==> config.mk <==
export PLATFORM = sky130hd
export DESIGN_NAME = emg_gesture_servo_controller
export DESIGN_NICKNAME = d
export VERILOG_FILES = /design/src/rtl/egsc_pkg.sv /design/src/rtl/egsc_ctrl.sv /design/src/rtl/egsc_dp.sv /design/src/rtl/emg_gesture_servo_controller.sv
export SDC_FILE = /design/constraint.sdc
export NUM_CORES = 2
export LEC_CHECK = 0
export ABC_AREA = 1
export BUFFER_PORTS_ARGS = -buffer_cell sky130_fd_sc_hd__buf_2
export CORE_MARGIN = 3
export CORE_UTILIZATION = 55
export CTS_BUF_LIST = sky130_fd_sc_hd__clkbuf_8
export DETAILED_ROUTE_END_ITERATION = 16
export GPL_TIMING_DRIVEN = 0
export PLACE_DENSITY_LB_ADDON = 0.05
export SYNTH_ARGS = -nofsm -noshare
export SYNTH_HDL_FRONTEND = slang
export SYNTH_SLANG_ARGS = --single-unit
==> constraint.sdc <==
create_clock -name clock -period 13 [get_ports clock]
set_input_delay 1.95 -clock clock [delete_from_list [all_inputs] [get_ports clock]]
set_output_delay 1.95 -clock clock [all_outputs]
set_load 0.02 [all_outputs]
==> src/rtl/egsc_pkg.sv <==
// Package with the types, constants and codes of the EMG gesture servo controller.
package egsc_pkg;

   localparam int PULSE_MIN_DEFAULT = 150;
   localparam int PULSE_MAX_DEFAULT = 600;

   localparam int NUM_FINGERS = 5;
   localparam int NUM_SLOTS   = 3;
   localparam int IDX_W       = 3;
   localparam logic [IDX_W-1:0] LAST_FINGER = IDX_W'(NUM_FINGERS - 1);
   localparam logic [IDX_W-1:0] LAST_SCORE  = IDX_W'(NUM_SLOTS - 1);

   localparam logic OP_PACKET = 1'b0;
   localparam logic OP_TICK   = 1'b1;
   localparam logic [7:0] EMG_TYPE = 8'd32;

   localparam int CSR_INDEX_W = 3;
   localparam int CSR_DATA_W  = 32;
   localparam logic [CSR_INDEX_W-1:0] CSR_SENSOR_ID_A  = 3'd0;
   localparam logic [CSR_INDEX_W-1:0] CSR_SENSOR_ID_B  = 3'd1;
   localparam logic [CSR_INDEX_W-1:0] CSR_SENSOR_ID_C  = 3'd2;
   localparam logic [CSR_INDEX_W-1:0] CSR_OPEN_ANGLE   = 3'd3;
   localparam logic [CSR_INDEX_W-1:0] CSR_CLOSED_ANGLE = 3'd4;
   localparam logic [CSR_INDEX_W-1:0] CSR_STEP_ANGLE   = 3'd5;

   localparam logic [31:0] SENSOR_ID_A_RESET  = 32'd4294963881;
   localparam logic [31:0] SENSOR_ID_B_RESET  = 32'd4294943100;
   localparam logic [31:0] SENSOR_ID_C_RESET  = 32'd28358;
   localparam logic [7:0]  OPEN_ANGLE_RESET   = 8'd30;
   localparam logic [7:0]  CLOSED_ANGLE_RESET = 8'd150;
   localparam logic [6:0]  STEP_ANGLE_RESET   = 7'd15;
   localparam logic [7:0]  ANGLE_RESET        = 8'd30;
   localparam logic [7:0]  ANGLE_TOP          = 8'd180;

   // Floor division by 180 is exact for products below 2**20 with this reciprocal.
   localparam int PROD_W       = 20;
   localparam int RECIP_W      = 21;
   localparam int QPROD_W      = PROD_W + RECIP_W;
   localparam int DIV180_SHIFT = 28;
   localparam int QUOT_W       = QPROD_W - DIV180_SHIFT;
   localparam logic [RECIP_W-1:0] DIV180_RECIP = 21'd1491309;

   typedef struct packed {
      logic        op;
      logic [31:0] unit_id;
      logic [7:0]  packet_type;
      logic [7:0]  level;
      logic [7:0]  level_copy;
   } egsc_req_type;

   typedef struct packed {
      logic [9:0] pulse_finger0;
      logic [9:0] pulse_finger1;
      logic [9:0] pulse_finger2;
      logic [9:0] pulse_finger3;
      logic [9:0] pulse_finger4;
   } egsc_rsp_type;

   typedef enum logic [3:0] {
      ST_IDLE,
      ST_STEP,
      ST_PULSE_MUL,
      ST_PULSE_LOAD,
      ST_EMIT,
      ST_SMOOTH,
      ST_SCORE_PQ,
      ST_SCORE_MUL,
      ST_SCORE_CMP
   } egsc_state_type;

   typedef struct packed {
      logic             take_packet;
      logic             step_angles;
      logic             pulse_mul;
      logic             pulse_load;
      logic             emit;
      logic             smooth;
      logic             score_pq;
      logic             score_mul;
      logic             score_cmp;
      logic [IDX_W-1:0] idx;
   } egsc_cmd_type;

   typedef struct packed {
      logic out_free;
   } egsc_status_type;

endpackage

==> src/rtl/egsc_ctrl.sv <==
// Controller state machine that sequences packets and update ticks.
module egsc_ctrl
   import egsc_pkg::*;
(
   input  logic            clock,
   input  logic            reset,
   input  logic            req_valid,
   input  logic            req_op,
   output logic            req_ready,
   input  egsc_status_type status,
   output egsc_cmd_type    cmd
);

   egsc_state_type   state_ff, state_in;
   logic [IDX_W-1:0] idx_ff, idx_in;
   logic             idx_last;

   always_ff @(posedge clock) begin
      if (reset) begin
         state_ff <= ST_IDLE;
         idx_ff   <= '0;
      end else begin
         state_ff <= state_in;
         idx_ff   <= idx_in;
      end
   end

   assign idx_last = (state_ff == ST_PULSE_LOAD) ? (idx_ff == LAST_FINGER)
                                                 : (idx_ff == LAST_SCORE);

   always_comb begin
      state_in = state_ff;
      unique case (state_ff)
         ST_IDLE: begin
            if (req_valid && (req_op == OP_TICK)) begin
               state_in = ST_STEP;
            end
         end
         ST_STEP:       state_in = ST_PULSE_MUL;
         ST_PULSE_MUL:  state_in = ST_PULSE_LOAD;
         ST_PULSE_LOAD: state_in = idx_last ? ST_EMIT : ST_PULSE_MUL;
         ST_EMIT: begin
            if (status.out_free) begin
               state_in = ST_SMOOTH;
            end
         end
         ST_SMOOTH:     state_in = ST_SCORE_PQ;
         ST_SCORE_PQ:   state_in = ST_SCORE_MUL;
         ST_SCORE_MUL:  state_in = ST_SCORE_CMP;
         ST_SCORE_CMP:  state_in = idx_last ? ST_IDLE : ST_SCORE_PQ;
         default:       state_in = ST_IDLE;
      endcase
   end

   always_comb begin
      idx_in = idx_ff;
      unique case (state_ff)
         ST_PULSE_LOAD, ST_SCORE_CMP: idx_in = idx_last ? '0 : idx_ff + IDX_W'(1);
         ST_PULSE_MUL, ST_SCORE_PQ, ST_SCORE_MUL: idx_in = idx_ff;
         default: idx_in = '0;
      endcase
   end

   always_comb begin
      cmd       = '0;
      cmd.idx   = idx_ff;
      req_ready = 1'b0;
      unique case (state_ff)
         ST_IDLE: begin
            req_ready       = 1'b1;
            cmd.take_packet = req_valid && (req_op == OP_PACKET);
         end
         ST_STEP:       cmd.step_angles = 1'b1;
         ST_PULSE_MUL:  cmd.pulse_mul   = 1'b1;
         ST_PULSE_LOAD: cmd.pulse_load  = 1'b1;
         ST_EMIT:       cmd.emit        = status.out_free;
         ST_SMOOTH:     cmd.smooth      = 1'b1;
         ST_SCORE_PQ:   cmd.score_pq    = 1'b1;
         ST_SCORE_MUL:  cmd.score_mul   = 1'b1;
         ST_SCORE_CMP:  cmd.score_cmp   = 1'b1;
         default: begin
            req_ready = 1'b0;
         end
      endcase
   end

endmodule

==> src/rtl/egsc_dp.sv <==
// Datapath with the registers, finger stepping, pulse scaling, smoothing and scoring.
module egsc_dp
   import egsc_pkg::*;
#(
   parameter int PULSE_MIN = PULSE_MIN_DEFAULT,
   parameter int PULSE_MAX = PULSE_MAX_DEFAULT
)
(
   input  logic                   clock,
   input  logic                   reset,
   input  egsc_req_type           req_data,
   input  egsc_cmd_type           cmd,
   output egsc_status_type        status,
   output logic                   rsp_valid,
   input  logic                   rsp_ready,
   output egsc_rsp_type           rsp_data,
   input  logic                   csr_write_en,
   input  logic [CSR_INDEX_W-1:0] csr_index,
   input  logic [CSR_DATA_W-1:0]  csr_wdata
);

   localparam int PULSE_DIFF = PULSE_MAX - PULSE_MIN;
   localparam bit DIFF_NEG = (PULSE_DIFF < 0);
   localparam logic [11:0] DIFF_MAG = 12'(DIFF_NEG ? -PULSE_DIFF : PULSE_DIFF);
   localparam logic signed [13:0] MIN_S = 14'(PULSE_MIN);
   localparam logic signed [13:0] PULSE_TOP = 14'sd1023;

   localparam logic [23:0] W_KEEP = 24'd179;
   localparam logic [23:0] W_NEW  = 24'd19712;
   localparam logic [23:0] ROUND  = 24'd128;

   localparam logic [20:0] BASE_HI = 21'd51200;
   localparam logic [20:0] BASE_LO = 21'd38400;
   localparam int DEN_W = 42;
   localparam int N400_W = 41;

   localparam logic [1:0] SCORE_A = 2'd0;
   localparam logic [1:0] SCORE_B = 2'd1;
   localparam logic [1:0] SCORE_C = 2'd2;

   logic [31:0] sensor_id_ff [NUM_SLOTS];
   logic [7:0]  open_ff, closed_ff;
   logic [6:0]  step_ff;
   logic [7:0]  latest_ff [NUM_SLOTS];
   logic [15:0] smooth_ff [NUM_SLOTS];
   logic [7:0]  target_ff [NUM_FINGERS];
   logic [7:0]  cur_ff [NUM_FINGERS];

   logic [PROD_W-1:0]  prod_ff, prod_in;
   logic [QPROD_W-1:0] qprod;
   logic [QUOT_W-1:0]  quot;
   logic signed [13:0] pulse_s;
   logic [9:0]         pulse_val;
   logic [9:0]         pulse_ff [NUM_FINGERS];

   egsc_rsp_type rsp_data_ff;
   logic         rsp_valid_ff, rsp_valid_in;

   logic [31:0]       pkt_id;
   logic [15:0]       x_sel;
   logic [20:0]       p_sel, q_sel;
   logic [20:0]       p_ff, q_ff;
   logic [31:0]       sq_ff;
   logic [DEN_W-1:0]  den_ff;
   logic [N400_W-1:0] n400_ff;
   logic              open_hit, close_hit;
   logic [7:0]        new_target;

   function automatic logic [7:0] step_toward(logic [7:0] cur, logic [7:0] tgt,
                                              logic [6:0] stp);
      logic signed [10:0] c, t, s, c_up, c_dn;
      c = signed'({3'b000, cur});
      t = signed'({3'b000, tgt});
      s = signed'({4'b0000, stp});
      c_up = (((c <<< 1) + s) < (t <<< 1)) ? (c + s) : c;
      c_dn = ((c_up <<< 1) > ((t <<< 1) + s)) ? (c_up - s) : c_up;
      if (c_dn < 11'sd0) begin
         return 8'd0;
      end else if (c_dn > signed'({3'b000, ANGLE_TOP})) begin
         return ANGLE_TOP;
      end
      return c_dn[7:0];
   endfunction

   function automatic logic [15:0] smooth_level(logic [15:0] v, logic [7:0] lvl);
      logic [23:0] acc;
      acc = 24'(v) * W_KEEP + 24'(lvl) * W_NEW + ROUND;
      return acc[23:8];
   endfunction

   // An invalid packet counts as coming from sensor ID zero.
   assign pkt_id = ((req_data.packet_type == EMG_TYPE) &&
                    (req_data.level == req_data.level_copy)) ? req_data.unit_id : 32'd0;

   assign prod_in = PROD_W'(cur_ff[cmd.idx]) * PROD_W'(DIFF_MAG);
   assign qprod   = QPROD_W'(prod_ff) * QPROD_W'(DIV180_RECIP);
   assign quot    = qprod[DIV180_SHIFT +: QUOT_W];
   assign pulse_s = DIFF_NEG ? (MIN_S - signed'({1'b0, quot}))
                             : (MIN_S + signed'({1'b0, quot}));

   always_comb begin
      if (pulse_s < 14'sd0) begin
         pulse_val = 10'd0;
      end else if (pulse_s > PULSE_TOP) begin
         pulse_val = 10'd1023;
      end else begin
         pulse_val = pulse_s[9:0];
      end
   end

   always_comb begin
      unique case (cmd.idx[1:0])
         SCORE_A: begin
            x_sel = smooth_ff[0];
            p_sel = 21'(smooth_ff[1]) * 21'd3 + BASE_HI;
            q_sel = 21'(smooth_ff[2]) * 21'd13 + BASE_LO;
         end
         SCORE_B: begin
            x_sel = smooth_ff[1];
            p_sel = 21'(smooth_ff[0]) * 21'd20 + BASE_HI;
            q_sel = 21'(smooth_ff[2]) * 21'd20 + BASE_HI;
         end
         SCORE_C: begin
            x_sel = smooth_ff[2];
            p_sel = 21'(smooth_ff[0]) * 21'd12 + BASE_HI;
            q_sel = 21'(smooth_ff[1]) * 21'd5 + BASE_LO;
         end
         default: begin
            x_sel = '0;
            p_sel = '0;
            q_sel = '0;
         end
      endcase
   end

   assign open_hit   = {n400_ff, 1'b0} < den_ff;
   assign close_hit  = DEN_W'(n400_ff) > den_ff;
   assign new_target = open_hit ? open_ff : closed_ff;

   assign rsp_valid_in = cmd.emit || (rsp_valid_ff && !rsp_ready);

   always_ff @(posedge clock) begin
      if (reset) begin
         sensor_id_ff[0] <= SENSOR_ID_A_RESET;
         sensor_id_ff[1] <= SENSOR_ID_B_RESET;
         sensor_id_ff[2] <= SENSOR_ID_C_RESET;
         open_ff         <= OPEN_ANGLE_RESET;
         closed_ff       <= CLOSED_ANGLE_RESET;
         step_ff         <= STEP_ANGLE_RESET;
         for (int i = 0; i < NUM_SLOTS; i++) begin
            latest_ff[i] <= '0;
            smooth_ff[i] <= '0;
         end
         for (int i = 0; i < NUM_FINGERS; i++) begin
            target_ff[i] <= ANGLE_RESET;
            cur_ff[i]    <= ANGLE_RESET;
         end
         rsp_valid_ff <= 1'b0;
      end else begin
         rsp_valid_ff <= rsp_valid_in;
         if (csr_write_en) begin
            unique case (csr_index)
               CSR_SENSOR_ID_A:  sensor_id_ff[0] <= csr_wdata;
               CSR_SENSOR_ID_B:  sensor_id_ff[1] <= csr_wdata;
               CSR_SENSOR_ID_C:  sensor_id_ff[2] <= csr_wdata;
               CSR_OPEN_ANGLE:   open_ff         <= csr_wdata[7:0];
               CSR_CLOSED_ANGLE: closed_ff       <= csr_wdata[7:0];
               CSR_STEP_ANGLE:   step_ff         <= csr_wdata[6:0];
               default: begin
               end
            endcase
         end
         if (cmd.take_packet) begin
            for (int i = 0; i < NUM_SLOTS; i++) begin
               if (pkt_id == sensor_id_ff[i]) begin
                  latest_ff[i] <= req_data.level;
               end
            end
         end
         if (cmd.step_angles) begin
            for (int i = 0; i < NUM_FINGERS; i++) begin
               cur_ff[i] <= step_toward(cur_ff[i], target_ff[i], step_ff);
            end
         end
         if (cmd.smooth) begin
            for (int i = 0; i < NUM_SLOTS; i++) begin
               smooth_ff[i] <= smooth_level(smooth_ff[i], latest_ff[i]);
            end
         end
         if (cmd.score_cmp && (open_hit || close_hit)) begin
            unique case (cmd.idx[1:0])
               SCORE_A: begin
                  target_ff[3] <= new_target;
                  target_ff[4] <= new_target;
               end
               SCORE_B: begin
                  target_ff[1] <= new_target;
                  target_ff[2] <= new_target;
               end
               SCORE_C: target_ff[0] <= new_target;
               default: begin
               end
            endcase
         end
      end
   end

   always_ff @(posedge clock) begin
      if (cmd.pulse_mul) begin
         prod_ff <= prod_in;
      end
      if (cmd.pulse_load) begin
         pulse_ff[cmd.idx] <= pulse_val;
      end
      if (cmd.emit) begin
         rsp_data_ff.pulse_finger0 <= pulse_ff[0];
         rsp_data_ff.pulse_finger1 <= pulse_ff[1];
         rsp_data_ff.pulse_finger2 <= pulse_ff[2];
         rsp_data_ff.pulse_finger3 <= pulse_ff[3];
         rsp_data_ff.pulse_finger4 <= pulse_ff[4];
      end
      if (cmd.score_pq) begin
         p_ff  <= p_sel;
         q_ff  <= q_sel;
         sq_ff <= 32'(x_sel) * 32'(x_sel);
      end
      if (cmd.score_mul) begin
         den_ff  <= DEN_W'(p_ff) * DEN_W'(q_ff);
         n400_ff <= N400_W'(sq_ff) * N400_W'(400);
      end
   end

   assign status.out_free = !rsp_valid_ff || rsp_ready;
   assign rsp_valid       = rsp_valid_ff;
   assign rsp_data        = rsp_data_ff;

endmodule

==> src/rtl/emg_gesture_servo_controller.sv <==
// Top level of the EMG gesture servo controller.
// A radio packet beat is taken while idle and yields no result; an update tick
// holds the input side busy while it steps the five fingers, passes each finger in
// turn through the shared multiply-by-reciprocal pulse scaler, loads the output
// register (waiting while the previous result beat has not been taken), smooths
// the three levels and passes each score through the shared square and product
// unit. The result beat is offered from the output register once it is loaded,
// and waits there while the next items are accepted.
module emg_gesture_servo_controller
   import egsc_pkg::*;
#(
   parameter int PULSE_MIN = PULSE_MIN_DEFAULT,
   parameter int PULSE_MAX = PULSE_MAX_DEFAULT
)
(
   input  logic                   clock,
   input  logic                   reset,
   input  logic                   req_valid,
   output logic                   req_ready,
   input  egsc_req_type           req_data,
   output logic                   rsp_valid,
   input  logic                   rsp_ready,
   output egsc_rsp_type           rsp_data,
   input  logic                   csr_write_en,
   input  logic [CSR_INDEX_W-1:0] csr_index,
   input  logic [CSR_DATA_W-1:0]  csr_wdata
);

   egsc_cmd_type    cmd;
   egsc_status_type status;

   egsc_ctrl u_ctrl (
      .clock     (clock),
      .reset     (reset),
      .req_valid (req_valid),
      .req_op    (req_data.op),
      .req_ready (req_ready),
      .status    (status),
      .cmd       (cmd)
   );

   egsc_dp #(
      .PULSE_MIN (PULSE_MIN),
      .PULSE_MAX (PULSE_MAX)
   ) u_dp (
      .clock        (clock),
      .reset        (reset),
      .req_data     (req_data),
      .cmd          (cmd),
      .status       (status),
      .rsp_valid    (rsp_valid),
      .rsp_ready    (rsp_ready),
      .rsp_data     (rsp_data),
      .csr_write_en (csr_write_en),
      .csr_index    (csr_index),
      .csr_wdata    (csr_wdata)
   );

endmodule

==> summary.md <==
The flow ran to the end, and the final reports show no timing, DRC or antenna violations. Number of flops mapped to enable cells by yosys: 507. After synthesis, the largest family of logic cells by area is adder cells. The logs give 0 for the global-route congestion overflow total and 4453 for the number of DRC markers in iteration 0.

The max-capacitance violation count was 0; the clock-pin transition on the worst setup and hold timing paths was 60 ps. Headroom to the max-slew limit came out at 4.80%. The logs give 79200 µm² for the synthesized cell area and 84800 µm² for the post-route standard cell area excluding fillers. The synthesized netlist devotes 8.74% of its cell area to compound gates.

Post-CTS repair changed the size of 0 cells. The count of final setup violators came out at 0. At the worst endpoint, the arrival time is 10380 ps. The total count of hold-check failures in the final report is 0. The sequential cells in the finished layout cover a total of 15900 µm². In the synthesized netlist the async set-or-reset flop fraction comes to 0%.

The count of buffers added on input and output ports is 147. The most used flip-flop cell after synthesis is sky130_fd_sc_hd__edfxtp_1. The detail route stage leaves a number of antenna-violating nets equal to 0. After detailed placement, the total cell area comes to 82600 µm².

The total core area is 142000 µm², and the area fraction in and, or, nand and nor cells after synthesis is 14.3%. The tools report the highest clock frequency the design can meet as 101 MHz. Counting distinct cell types in the post-synthesis netlist gives 69.

The pre-antenna-repair detailed-routing pass consisted of 8 iterations. Counting cells, the worst reg-to-reg path comes to 34. The number of post-CTS setup repair buffers is 0.

The clock reaches the later pin of the worst-skew pair after 850 ps. The logs give 13100 for the number of filler instances in the final layout and 0 ps for the final setup TNS. Multiplexer cells account for 0.114% of the synthesized area. The final count of pins violating max slew was 0. The smallest clock period supported by the final layout is computed as 9870 ps. The routed wirelength normalized by instance count is 19.8 µm, and the xor/xnor cell area share of the yosys netlist is 3.43%. For the site row count, the log shows 138. Global routing used 31.5% of the available tracks across all layers. After synthesis, flip-flops and latches occupy 20.1% of the total area.

The starting density of the core came out at 55.7%. The die width works out to 385 µm. STA classifies the critical path endpoint as a flop. Post-place setup slack: 3260 ps. The root buffer cell chosen for the clock tree is sky130_fd_sc_hd__clkbuf_8.

The final worst-path cycle share was 76.0%; the number of sinks on the clock net was 541. The share of synthesized area in the top cell type comes to 22.1%. The initial antenna violation count is 4. By area the synthesized netlist is led by sky130_fd_sc_hd__fa_1 22%, sky130_fd_sc_hd__ha_1 19%, sky130_fd_sc_hd__edfxtp_1 19%, sky130_fd_sc_hd__inv_1 11%, sky130_fd_sc_hd__nand2_1 7.8%. The critical path's largest stage delay was 960 ps.

The share of layout cells above drive strength 1 was 4.66%. Along the worst hold path, the cell count comes to 0. The worst setup path is launched from a flop.

The slowest cell on the critical path was sky130_fd_sc_hd__o221ai_1. Of the total synthesized cell area, the portion taken by full adders, half adders and majority gates is 41.4%. Summing all multi-input logic gate instances after layout gives 54000 µm².

The congestion estimate from routability-driven global placement came to 1.01. After detailed routing, the number of remaining DRC violations is 0. TritonCTS built the clock tree. The first-pass GRT wire length came out at 360 mm. CTS built an H-tree with a depth of 3. For this run, the post-layout net count is 11800. Summed over all nets, the half-perimeter wirelength after detailed placement is 191 mm. For the pin with the worst max-slew slack, the measured transition is 1430 ps.

Across all layers, the routed design uses 63200 vias. The post-synthesis cell count is 9365. For the final database, setup skew stands at 73.7 ps.

In this run, CTS created clock tree buffers numbering 99. The fraction of the core area covered by cells at the end of the flow is 59.6%, and the vertical die dimension is 385 µm. In this run the worst hold path is classified as reg -> reg. The largest fanout on the critical path was 10. Entering global routing, the biggest net connects 49 pins. For the final critical-path setup slack, the log shows 3130 ps. The total of flip-flops plus latches after synthesis was 541. The boundary pin count was 149; the number of vias per cell after detailed routing was 5.44. The routed design has 229 mm of wire. The buffer depth of the longest clock path is 3.

The via count of the first global-routing pass was 64300; the growth of design area from synthesis to finish was 7.10%. The worst setup path is of the reg -> reg kind. Of all cell types, the one taking the most synthesized area is sky130_fd_sc_hd__fa_1. Setup repair after global routing left no endpoint under its margin. The total of warnings raised by yosys is 0, and the floorplan die area is 149000 µm². After clock tree synthesis, the flow added hold-fix buffers numbering 0. The critical path data required time came out at 13510 ps. A synthesized cell averages 8.46 µm².
## path summary, 6_finish.rpt
path / endpoint / start / slack (ps)
max: u_dp.sq_ff[29] / u_ctrl.idx_ff[0] / 3130
min: rsp_data[46] / u_dp.pulse_ff[0][6] / 410
max reg2reg: u_dp.sq_ff[29] / u_ctrl.idx_ff[0] / 3130
min reg2reg: rsp_data[46] / u_dp.pulse_ff[0][6] / 410
## critical path, delay by kind of cell (launching register included)
| family | cells | cell delay (ps) |
|---|---|---|
| compound gates | 6 | 1900 |
| fa+ha+maj | 8 | 3680 |
| buf+inv | 10 | 2190 |
| flops | 1 | 480 |
| simple gates | 10 | 1260 |
## placed cells by master (no fill, tap or decap), types with 30 or more instances in the layout
cell,n
sky130_fd_sc_hd__o211ai_1,36
sky130_fd_sc_hd__o21bai_1,34
sky130_fd_sc_hd__dfxtp_1,34
sky130_fd_sc_hd__nand4_1,80
sky130_fd_sc_hd__a31oi_1,38
sky130_fd_sc_hd__or2_2,48
sky130_fd_sc_hd__xnor2_1,111
sky130_fd_sc_hd__xor2_1,196
sky130_fd_sc_hd__nand3_1,265
sky130_fd_sc_hd__clkbuf_8,100
sky130_fd_sc_hd__a21o_1,36
sky130_fd_sc_hd__o21ai_1,38
sky130_fd_sc_hd__o21a_1,37
sky130_fd_sc_hd__o21ai_0,318
sky130_fd_sc_hd__clkbuf_1,136
sky130_fd_sc_hd__buf_2,151
sky130_fd_sc_hd__o221ai_1,30
sky130_fd_sc_hd__a21oi_1,556
sky130_fd_sc_hd__fa_1,876
sky130_fd_sc_hd__nand2_1,1642
sky130_fd_sc_hd__edfxtp_1,507
sky130_fd_sc_hd__ha_1,1221
sky130_fd_sc_hd__inv_1,2330
sky130_fd_sc_hd__nor2_1,479
sky130_fd_sc_hd__nor3_1,67
## Yosys cell counts, drive strengths merged (75+ instances only)
cell type / instances
fa: 876
o21ai: 360
nand3: 269
inv: 2321
xor2: 197
ha: 1221
clkbuf: 137
nand2: 1663
nor3: 75
xnor2: 111
nor2: 503
a21oi: 558
edfxtp: 507
nand4: 81
## state kept, by name, indices dropped and copies added (netlist names), named ones only
name and cells:
u_dp.q_ff 21, u_dp.sq_ff 31, u_dp.rsp_valid 1, u_dp.den_ff 42, u_dp.n400_ff 36, u_dp.open_ff 8
u_dp.p_ff 21, u_dp.closed_ff 8, u_dp.step_ff 7, u_dp.target_ff 32, u_dp.smooth_ff 48, u_dp.pulse_ff 50
u_dp.sensor_id_ff 96, u_dp.cur_ff 40, u_ctrl.idx_ff 3, u_ctrl.state_ff 4, rsp_data 50, u_dp.prod_ff 16
u_dp.latest_ff 24
## through the flow
step	std cells	hold slack, ps
floorplan	9366	400
global placement	11400	402
detailed placement	11400	405
CTS	11600	410
global route	11600	416
finish	11600	414
## cells by family (layout without fill, tap and decap cells)
kind of cell / Yosys count / count (layout)
compound gates: 1224 / 1224
xor+xnor: 308 / 308
fa+ha+maj: 2097 / 2097
buf+inv: 2486 / 2835
flops: 541 / 541
mux: 9 / 9
other cells: 1 / 8
simple gates: 2699 / 2699
## cell type report
class,instances,area share (%)
antenna,6,0.0177
buffer,157,0.763
clock buffer,100,1.62
clock inverter,86,0.934
inverter,2329,10.3
multi-input combinational,6339,63.7
sequential,541,18.8
tap,1890,2.79
timing repair buffer,163,1.15
## metal layers
metal / up-vias / share of wire (%) / track usage, %
met4: 0 / 4.8 / 13.6
met1: 30500 / 42 / 41.1
met2: 2048 / 45 / 50.7
met5: - / 0 / 0
li1: 30200 / - / -
met3: 492 / 8.0 / 6.80
Power is left out: the tool's default activity adds up to more than one toggle a clock period on the data nets, which glitch-free logic cannot reach.
